### src/design/htw_ram.sv
`timescale 1ns / 1ps
// Generic single-write, single-read RAM with registered read data.
// No dependencies.
module htw_ram #(
  parameter int WIDTH = 8,
  parameter int DEPTH = 64
) (
  input  logic                                   clk_i,
  input  logic                                   we_i,
  input  logic [((DEPTH > 1) ? $clog2(DEPTH) : 1)-1:0] waddr_i,
  input  logic [WIDTH-1:0]                       wdata_i,
  input  logic [((DEPTH > 1) ? $clog2(DEPTH) : 1)-1:0] raddr_i,
  output logic [WIDTH-1:0]                       rdata_o
);

  logic [WIDTH-1:0] mem_q [DEPTH];
  logic [WIDTH-1:0] rdata_q;

  always_ff @(posedge clk_i) begin
    if (we_i) begin
      mem_q[waddr_i] <= wdata_i;
    end
    rdata_q <= mem_q[raddr_i];
  end

  assign rdata_o = rdata_q;

endmodule

### config.mk
export PLATFORM = sky130hd
export DESIGN_NAME = htw_ram
export DESIGN_NICKNAME = d
export VERILOG_FILES = /design/src/design/htw_ram.sv
export SDC_FILE = /design/constraint.sdc
export NUM_CORES = 1
export LEC_CHECK = 0
export CORE_MARGIN = 3
export CORE_UTILIZATION = 40
export CTS_BUF_LIST = sky130_fd_sc_hd__clkbuf_4
export CTS_CLUSTER_SIZE = 16
export DETAILED_ROUTE_END_ITERATION = 16
export DONT_BUFFER_PORTS = 1
export GPL_TIMING_DRIVEN = 1
export PLACE_DENSITY = 0.55
export SYNTH_ARGS = -nofsm -noshare
export SYNTH_HDL_FRONTEND = slang
export SYNTH_SLANG_ARGS = --single-unit
### constraint.sdc
create_clock -name clk_i -period 3.05 [get_ports clk_i]
set_input_delay 0.1525 -clock clk_i [delete_from_list [all_inputs] [get_ports clk_i]]
set_output_delay 0.1525 -clock clk_i [all_outputs]
set_load 0.01 [all_outputs]
==> impl_metrics.py <==
metrics = {
    "hold_path": {
        "hold_depth": 4,
        "min_path_type": "in -> reg",
    },
    "grt": {
        "grt-ovfl-total": 0,
        "met1_usage_pct": 24.75,
        "use_met3_pct": 4.973,
        "grt_max_degree": 138,
        "grt_pass1_wl_mm": 70.53,
        "grt_pass1_vias": 10750,
        "grt_use_met2_pct": 28.62,
        "antenna_found_initial": 2,
        "top_usage_layer": "met2",
        "grt_use_total_pct": 18.45,
    },
    "cells_and_area": {
        "fin_cells": 1901,
        "drive_gt1_share_pct": 35.28,
        "area_growth_pct": 16.80,
        "nets": 1163,
        "fill_cells": 4127,
    },
    "clocking": {
        "cts_root_buf": "clkbuf_4",
        "cts_setup_buffers": 0,
        "clk_pin_slew_ps": 70,
        "cts_tree": "yes",
        "ctsHoldBuffers": 48,
        "clkLatencyLatePin_ps": 800,
        "cts_buffers": 134,
        "cts_buffer_depth": 3,
        "clock_sinks": 520,
        "htree_levels": 4,
        "post_cts_resize_count": 0,
    },
    "place": {
        "portBuffers": 0,
        "post-place-ws_ps": 844.6,
        "gp_congestion": 0.7588,
        "detailed_place_hpwl_mm": 25.71,
        "dp.cells": 1621,
    },
    "route": {
        "via_per_inst": 5.353,
        "wire_per_inst_um": 25.11,
        "ant_nets": 0,
        "vias": 10180,
        "drtPass1Iterations": 5,
        "wirelength_mm": 47.73,
        "route.detailed.drc": 0,
        "drtIter0Drc": 819,
    },
    "sta": {
        "grt_setup_unrepaired": "false",
        "finalSetupTns_ps": 0,
        "period_minus_slack_ps": 2942,
        "skew_ps": 29.88,
        "hold_ws_ps": 134.6,
        "hold_violations": 0,
        "min_period_over_period_pct": 96.45,
        "slew_violations": 0,
        "setup_violations": 0,
        "fmax_ghz": 0.3399,
        "tightest_slew_ps": 972.9,
        "layout_setup_ws_ps": 108.2,
        "maxSlewHeadroom_pct": 34.90,
    },
    "power_and_ir_drop": {
        "p_leak_nw": 7.636,
        "seqPwrFrac_pct": 54.8,
        "pwr-share-comb_pct": 4.5,
        "power.switching_mw": 3.003,
        "power_density_mw_per_mm2": 614.9,
        "p_int_mw": 11.48,
        "clkPwrFrac_pct": 40.7,
        "fin_total_pwr_mw": 14.48,
        "vdd_drop_max_uv": 223.0,
        "switching_share_pct": 20.73,
    },
    "worst_setup_path": {
        "worstPathArrival_ps": 3620,
        "worstSetupStartpointType": "register",
        "cp-end-kind": "register",
        "crit_fanout": 1,
        "criticalPathCategory": "reg -> reg",
        "r2r_cells": 6,
        "crit_required_ps": 3730,
    },
    "floorplanning": {
        "io_pins": 30,
        "die_h_um": 230.5,
        "die_width_um": 230.5,
        "core_area_mm2": 0.04936,
        "std_cell_rows": 81,
        "die_area_mm2": 0.05315,
        "start_util_pct": 40.86,
    },
    "yosys": {
        "synthTopCellsByArea": "edfxtp_1 (76%), mux4_2 (14%), nor2_1 (1.5%)",
        "yosysMostFrequentCell": "edfxtp_1",
        "synth.ff_latch_count": 520,
        "synth_fp_nets": 962,
        "synth-main-ff-cell": "edfxtp_1",
        "synth_largest_area_cell": "edfxtp_1",
        "avgSynthCellArea_um2": 21.45,
        "netlist_area_mm2": 0.02017,
        "synth_edf_count": 512,
        "yosys-top-cells-count": "edfxtp_1 (512), mux4_2 (126), nor2_1 (83)",
        "yosysUniqueCellTypes": 40,
        "yosysWarningCount": 0,
        "async_reset_ff_share_pct": 0,
        "synth_top_area_share_pct": 76.24,
        "ys_seq_area_share_pct": 77.03,
        "synth_cells": 940,
    },
    "run": {
        "maxCapViolations": 0,
    },
    "status": {
        "outcome": "finished clean",
    },
}
## stage by stage
| stage | cell area (um^2) | util [%] |
|---|---|---|
| detailed placement | 21190 | 42.94 |
| global route | 23560 | 47.72 |
| finish | 23560 | 47.72 |
| CTS | 23550 | 47.72 |
| global placement | 21190 | 42.94 |
| floorplan | 20170 | - |
## cells in the final DEF, fill, tap and decap left out, types with 3 or more instances in the layout
cell	Yosys	layout
nor2b_1	14	14
clkinv_2	0	5
buf_16	0	8
mux2_2	13	13
nand3b_1	3	3
clkbuf_4	0	202
inv_2	0	6
nand2_1	19	19
a21oi_1	3	3
dlygate4sd3_1	0	37
o22ai_1	8	8
buf_12	2	3
edfxtp_1	512	512
mux2i_1	23	23
o2bb2ai_1	3	3
mux4_2	126	126
a211oi_1	4	4
nand3_1	13	13
a22oi_1	3	3
o221ai_1	8	8
bufinv_16	0	3
nor2_1	83	83
nor3_1	7	7
a221oi_1	6	6
nand2b_1	7	7
clkinv_1	0	15
o2111ai_1	3	3
buf_4	13	68
dfxtp_1	8	8
## area by class of cell
| class | count | area (um^2) | share of cell area, % |
|---|---|---|---|
| Antenna cell | 1 | 2.502 | 0.01062 |
| Clock buffer | 202 | 1516 | 6.438 |
| Clock inverter | 29 | 193.9 | 0.8233 |
| Multi-Input combinational cell | 369 | 4315 | 18.32 |
| Sequential cell | 520 | 15530 | 65.95 |
| Tap cell | 664 | 830.8 | 3.527 |
| Timing Repair Buffer | 116 | 1161 | 4.929 |
## routing by layer
metal  routed length (um)  part of all wire [%]  vias to the layer above
met4                 1372                   2.9                        2
met3                 2836                   5.9                       77
met5                   13                 0.027                        -
li1                     -                     -                     4428
met1                20450                    43                     5371
met2                23060                    48                      299
## cell families after synthesis
group	Yosys count	synth area share, %
buffers and inverters	51	1.570
AOI/OAI and AO/OA	54	2.072
DFF	520	77.03
muxes	162	15.94
and+or+nand+nor	153	3.387
## registers in the layout, summed over array words and instances (netlist names)
register,cells
mem_q,512
rdata_o,8
## critical path, cell delays in order, from the launching register on
cell and delay [ps]:
edfxtp_1 360, mux4_2 560, mux4_2 560, nor2_1 100, dlygate4sd3_1 550, o32ai_1 100, dlygate4sd3_1 620
## power by group through the flow
stage          combinational, mW  clock, mW  sequential [mW]
6_report                   0.656       5.89             7.94
5_1_grt                    0.696       6.51             7.94
4_1_cts                    0.664       6.11             7.94
3_5_place_dp               0.420          0             8.09
3_3_place_gp               0.419          0             8.09
2_1_floorplan              0.422          0             8.08
## path summary, 6_finish.rpt
| check | start | to | slack, ps |
|---|---|---|---|
| max | mem_q[54][6] | rdata_o[6] | 110 |
| min | raddr_i[3] | rdata_o[3] | 130 |
| max reg2reg | mem_q[54][6] | rdata_o[6] | 110 |
| min reg2reg | mem_q[46][0] | rdata_o[0] | 930 |
Note: power is estimated with default switching activity, not from simulation.
