==> src/design/htw_pkg.sv <==
`timescale 1ns / 1ps
// Shared types, codes and helpers for the hierarchical timer wheel.
// No dependencies; imported by htw_place, the timer wheel unit and the testbench.
package htw_pkg;

  localparam int ID_W    = 6;
  localparam int DELAY_W = 32;

  typedef enum logic [1:0] {
    CMD_TICK    = 2'd0,
    CMD_CREATE  = 2'd1,
    CMD_REARM   = 2'd2,
    CMD_DESTROY = 2'd3
  } cmd_e;

  typedef enum logic [1:0] {
    RS_OK       = 2'd0,
    RS_NOT_LIVE = 2'd1,
    RS_NO_FREE  = 2'd2
  } rsp_stat_e;

  typedef enum logic [1:0] {
    TS_FREE   = 2'd0,
    TS_IDLE   = 2'd1,
    TS_QUEUED = 2'd2
  } tstat_e;

  // Logical right shift that yields zero for shift counts of 32 and up.
  function automatic logic [31:0] shr32(logic [31:0] v, int unsigned s);
    shr32 = (s >= 32) ? 32'd0 : (v >> s);
  endfunction

endpackage

==> src/design/htw_place.sv <==
`timescale 1ns / 1ps
// Slot placement unit: maps an expiry and a reference tick to a wheel slot.
// Depends on htw_pkg (shr32). Result is registered.
module htw_place import htw_pkg::*; #(
  parameter int NEAR_BITS  = 8,
  parameter int FAR_BITS   = 6,
  parameter int FAR_LEVELS = 4,
  parameter int SW         = 9
) (
  input  logic          clk_i,
  input  logic [31:0]   exp_i,
  input  logic [31:0]   base_i,
  output logic [SW-1:0] slot_o
);

  localparam int NEAR_SIZE = 1 << NEAR_BITS;
  localparam int FAR_SIZE  = 1 << FAR_BITS;
  localparam int LVW       = (FAR_LEVELS > 1) ? $clog2(FAR_LEVELS) : 1;

  logic [31:0]    span;
  logic [LVW-1:0] lvl;
  logic           found;
  logic [31:0]    far_idx;
  logic [31:0]    slot_w;
  logic [SW-1:0]  slot_d, slot_q;

  always_comb begin
    span  = exp_i - base_i;
    lvl   = LVW'(FAR_LEVELS - 1);
    found = 1'b0;
    // pick the lowest far level whose span covers the distance
    for (int l = 0; l < FAR_LEVELS - 1; l++) begin
      if (!found && (shr32(span, NEAR_BITS + FAR_BITS * l) < 32'(FAR_SIZE))) begin
        lvl   = LVW'(l);
        found = 1'b1;
      end
    end
    far_idx = shr32(exp_i, NEAR_BITS + FAR_BITS * int'(lvl)) & 32'(FAR_SIZE - 1);
    if (span < 32'(NEAR_SIZE)) begin
      slot_w = exp_i & 32'(NEAR_SIZE - 1);
    end else begin
      slot_w = 32'(NEAR_SIZE) + (32'(lvl) << FAR_BITS) + far_idx;
    end
    slot_d = slot_w[SW-1:0];
  end

  always_ff @(posedge clk_i) begin
    slot_q <= slot_d;
  end

  assign slot_o = slot_q;

endmodule

==> config.mk <==
export PLATFORM = sky130hd
export DESIGN_NAME = htw_place
export DESIGN_NICKNAME = d
export VERILOG_FILES = /design/src/design/htw_pkg.sv /design/src/design/htw_place.sv
export SDC_FILE = /design/constraint.sdc
export NUM_CORES = 1
export LEC_CHECK = 0
export ABC_AREA = 1
export BUFFER_PORTS_ARGS = -buffer_cell sky130_fd_sc_hd__buf_2
export CAP_MARGIN = 20
export CORE_MARGIN = 5
export CORE_UTILIZATION = 49
export DETAILED_ROUTE_END_ITERATION = 10
export GPL_TIMING_DRIVEN = 0
export PLACE_DENSITY_LB_ADDON = 0.12
export SLEW_MARGIN = 15
export SYNTH_ARGS = -nofsm -noshare
export SYNTH_HDL_FRONTEND = slang
export SYNTH_SLANG_ARGS = --single-unit
==> constraint.sdc <==
create_clock -name clk_i -period 4.2 [get_ports clk_i]
set_input_delay 0.21 -clock clk_i [delete_from_list [all_inputs] [get_ports clk_i]]
set_output_delay 0.21 -clock clk_i [all_outputs]
set_load 0.02 [all_outputs]
==> flow_summary.ini, run 1 <==
[synth]
synthTopCellsByArea = nand2_1, inv_1, ha_1
yosys.area.top_type = nand2_1
synthMuxAreaShare_pct = 0
yosys_warnings = 0
yosysTopAreaCellShare_pct = 34.90
syn_area_sq_um = 3281
synth_nets = 791
synthAdderAreaFrac_pct = 11.44
synth_xor_area_share_pct = 1.869
synth_top_family_by_area = simple AND/OR/NAND/NOR gates
ys.flop_type = dfxtp_1
ys_types = 26
synth_area_per_cell_sq_um = 4.714
synth-async-reset-ratio_pct = 0
synth_edf_count = 0
synth-compound-area-share_pct = 5.111
postSynthRegisterBits = 9
ys_seq_area_share_pct = 5.492
netlist_instances = 696
synthSimpleGateAreaFrac_pct = 54.58

[job]
cap_violations = 0

[clocking]
cts_setup_buffers = 0
cts.hold.buffers_added = 0
clockBufferDepth = 2
htreeDepth = 1
cts_resized = 0
clock_sinks = 9
root_buffer = clkbuf_8
cts_tree = done
cts_made_buffers = 3
clk_transition_reported_paths_ps = 40

[die]
rows = 29
die_h_microns = 91.83
initial_core_util_pct = 51.08
fp.dieW_microns = 91.83
io_pins = 74
core_area_sq_um = 6422
dieArea_sq_um = 8432

[drt]
ant_nets = 0
num_vias = 4035
post_drt_wl_per_cell_microns = 11.70
vias_per_cell = 4.747
drt_iter0_drc = 168
drtPass1Iterations = 5
drt_wl_total_microns = 9944
drc = 0

[sta]
setup_viol = 0
finalSetupTns_ps = 0
timing.final.ws_setup_ps = 1557
slew_headroom_pct = 82.30
finalCritPeriodShare_pct = 62.94
timing.fmax_mhz = 378.3
rsz0062_at_grt = false
hold_viol_final = 0
min_period_ps = 2643
worstMarginPinSlew_ps = 264.5
slew_violations = 0

[cells_and_area]
layout.cells.non_filler = 850
num_antenna_cells = 0
multi_input_comb_area_sq_um = 2395
nets = 869
synthToLayoutAreaGrowth_pct = 15.45
layout_common_cells = nand2_1, inv_1, buf_2
drive_gt1_share_pct = 13.07
largest_reg_flops = 9
nFillCells = 718
layout_commonest_cell = nand2_1
final_cell_area_sq_um = 3787
regArea_sq_um = 180.2

[place]
placed_area_sq_um = 3742
io_buffers = 73
dp_cells = 846
place.gp.congestion = 0.9403
dp_hpwl_microns = 9009
dpl_worst_slack_ps = 1342

[critical_path]
cp.arrival_ps = 2760
worst-path-buf-inv = 2
criticalPathCategory = in -> reg
start_kind = input port
worstPathMaxFanout = 10
crit_path_frequent_cell = nand2_1
slowest_stage = ha_1
path_cells = buf_2, ha_1, nand2_1, nor2_2, nand2_1, nor2_1, nand2_1, nand3_1, nand2_1, nand2_1, nand2_1, nor2_1, nand2_1, buf_6, o21ai_4, nand2_1, nand2_1, nand2_1, nor2_1, nor2_1
end_kind = flop
cp_top_family = simple AND/OR/NAND/NOR gates
required_ps = 4320
max_stage_delay_ps = 360

[global_routing]
track_usage_pct = 23.41
grt_overflow_total = 0
antenna_found_initial = 0
grt_pass1_vias = 3709
grt_pass1_wl_microns = 16140
grt_max_degree = 11

[worst_hold_path]
whs_endpoint = slot_o[6]
holdPathStages = 3
hp-start = exp_i[6]
hp-class = in -> reg

[outcome]
outcome = finished clean

[power]
ir_drop_mv = 0.08368
p_leak_nw = 2.637
p_per_area_nw_per_um2 = 163.8
p_total_mw = 0.6205
[Yosys cell counts, types with 2 or more instances]
master      n
nand2_1   305
a21oi_1    17
o211ai_1    4
nor2_2     14
nand2_2     2
xnor2_1     3
inv_1     179
xor2_1      4
a211oi_1    2
nor2_1     65
nor3_1      4
inv_2       2
buf_4       2
nand3_1    33
ha_1       30
nand4_1     7
dfxtp_1     9
nand3b_1    6
[power by group]
group	internal [mW]	leakage, nW	total (mW)	switching [mW]
logic	0.153	2.54	0.431	0.277
registers	0.0904	0.0749	0.0914	0.00104
clock network	0.0660	0.0228	0.0985	0.0325
[final cells by class]
type | instances | share of cell area (%)
Tap cell | 77 | 2.544
Inverter | 181 | 17.94
Multi-Input combinational cell | 503 | 63.23
Sequential cell | 9 | 4.757
Timing Repair Buffer | 73 | 9.647
Buffer | 3 | 0.6938
Clock buffer | 4 | 1.189
[kinds of logic (layout without fill, tap and decap cells)]
family / count (synthesis) / after routing
simple gates: 439 / 439
flops: 9 / 9
fa+ha+maj: 30 / 30
xor+xnor: 7 / 7
buf+inv: 184 / 261
compound gates: 27 / 27
[worst max-delay path by stage]
stage	start	to	slack, ps	depth (start not counted)
2_1_floorplan	base_i[9]	slot_o[0]	2040	20
3_3_place_gp	exp_i[22]	slot_o[0]	1360	18
3_5_place_dp	exp_i[9]	slot_o[0]	1340	20
4_1_cts	exp_i[22]	slot_o[0]	1570	18
5_1_grt	exp_i[9]	slot_o[0]	1230	20
6_report	exp_i[9]	slot_o[0]	1560	20
[layer usage]
layer  up-vias  wire, microns  track usage (%)
li1       2196              -                -
met1      1717           4487            28.77
met2       106           4587            41.51
met3        16            693            4.337
met4         0            176            6.807
met5         -              0                0
[stage by stage]
stage	util (%)	hold slack, ps
after floorplan	-	313.1
after global placement	58.27	456.5
after detailed placement	58.27	459.2
after CTS	58.97	218.2
after global routing	58.97	225.7
final	58.97	231.9
[worst min-delay path, delay by kind of cell]
family                 cells  cell delay (ps)
and+or+nand+nor            2              100
buffers and inverters      1              120
Power figures use the tool's default switching activity.
==> inputs of run 2 (changes only) <==
==> constraint.sdc (replaced) <==
create_clock -name clk_i -period 2.6 [get_ports clk_i]
set_input_delay 0.13 -clock clk_i [delete_from_list [all_inputs] [get_ports clk_i]]
set_output_delay 0.13 -clock clk_i [all_outputs]
set_load 0.02 [all_outputs]
==> run 2 against run 1 <==
Worst hold slack worse by 80 ps. Clock power is 62% higher. Die area unchanged. Sequential cell count unchanged. Setup slack lost 1300 ps. Critical path depth decreased by 4. Sequential share of layout area decreased by 0.16 points. Via count rose by 1.7%. Non-clock buffer count is 1 higher. First-iteration DRC count rose by 13%. Critical endpoint is now slot_o[5]. Largest cell class unchanged.
==> flow_summary.ini, run 2 (same netlist as run 1, synthesis figures left out) <==
[outcome]
outcome = finished clean

[worst_hold_path]
hp-start = exp_i[1]
hp-class = in -> reg
whs_endpoint = slot_o[1]
holdPathStages = 3

[cells_and_area]
drive_gt1_share_pct = 16.26
nFillCells = 696
synthToLayoutAreaGrowth_pct = 19.41
nets = 871
layout_commonest_cell = nand2_1
final_cell_area_sq_um = 3918
regArea_sq_um = 180.2
num_antenna_cells = 0
layout.cells.non_filler = 852
multi_input_comb_area_sq_um = 2517
largest_reg_flops = 9
layout_common_cells = nand2_1, inv_1, buf_2
final_util_pct = 61.00

[sta]
finalCritPeriodShare_pct = 91.00
slew_headroom_pct = 82.96
setup_viol = 0
hold_viol_final = 0
slew_violations = 0
timing.final.ws_setup_ps = 234.1
min_period_ps = 2366
finalSetupTns_ps = 0
timing.fmax_mhz = 422.7
holdWs_ps = 151.6
worstMarginPinSlew_ps = 255.6

[power]
p_leak_nw = 2.641
p_total_mw = 1.039
ir_drop_mv = 0.1354
p_per_area_nw_per_um2 = 265.3

[clocking]
clk_transition_reported_paths_ps = 40
clock_sinks = 9
cts.hold.buffers_added = 0
cts_tree = done
root_buffer = clkbuf_8
htreeDepth = 1
cts_made_buffers = 3
clockBufferDepth = 2

[critical_path]
cp.arrival_ps = 2480
start_kind = input port
slowest_stage = ha_1
criticalPathCategory = in -> reg
path_cells = buf_2, ha_1, nand2_1, nor2_2, nand2_1, nor2_1, nand2_1, nand3_1, nand2_1, nor2_1, nand3_2, nor2_1, nand3b_1, buf_4, nor2_1, a21oi_1
worstPathMaxFanout = 10
required_ps = 2720
max_stage_delay_ps = 400
end_kind = flop

[place]
dpl_worst_slack_ps = -178.1
place.gp.congestion = 0.9403
io_buffers = 73
dp_cells = 846
placed_area_sq_um = 3742
dp_hpwl_microns = 9009

[global_routing]
antenna_found_initial = 0
grt_overflow_total = 0
track_usage_pct = 23.41
grt_pass1_vias = 3709
grt_pass1_wl_microns = 16140
grt_max_degree = 11

[drt]
drtPass1Iterations = 5
drc = 0
drt_wl_total_microns = 10120
vias_per_cell = 4.817
num_vias = 4104
ant_nets = 0
drt_iter0_drc = 190
post_drt_wl_per_cell_microns = 11.88

[die]
dieArea_sq_um = 8432
core_area_sq_um = 6422
die_h_microns = 91.83
initial_core_util_pct = 51.08
fp.dieW_microns = 91.83
io_pins = 74
rows = 29

[job]
cap_violations = 0
## run 2: changes by cell type in the layout (fill, tap and decap cells not counted), moves of 3 or more
cell | before | now
nor2_4 | 1 | 9
nor2_1 | 65 | 57
a21oi_2 | 1 | 4
ha_1 | 30 | 23
a21oi_1 | 17 | 14
ha_2 | 0 | 6
nand2_2 | 2 | 6
nand2_1 | 305 | 301
## run 2: what timing repair did
action,4_1_cts,5_1_grt
endpoints found under the setup margin,0,8
resized for setup,0,31
setup buffers,0,1
## run 2: area by class of cell
cell class                      instances  area share, %
Timing Repair Buffer                   74          9.518
Sequential cell                         9          4.599
Buffer                                  3         0.6707
Inverter                              181          17.34
Clock buffer                            4          1.150
Multi-Input combinational cell        504          64.26
Tap cell                               77          2.459
## run 2: critical path: cells and delay by family
kind	cells	cell delay (ps)
compound gates	1	50
simple gates	12	1600
fa+ha+maj	1	400
buf+inv	2	300
## run 2: how the worst max path moves through the flow
stage                endpoint       from
floorplan           slot_o[0]  base_i[9]
global placement    slot_o[0]  exp_i[22]
detailed placement  slot_o[0]   exp_i[9]
CTS                 slot_o[0]  exp_i[22]
global route        slot_o[3]   exp_i[9]
finish              slot_o[5]  exp_i[23]
## run 2: per-layer routing
layer | wire (microns) | GRT usage (%)
met2 | 4752 | 41.51
met5 | 0 | 0
met3 | 756 | 4.337
met4 | 191 | 6.807
met1 | 4424 | 28.77
## run 2: report_power, final
part           internal, mW  switching [mW]
Sequential            0.146         0.00166
Clock                 0.107          0.0530
Combinational         0.261           0.471
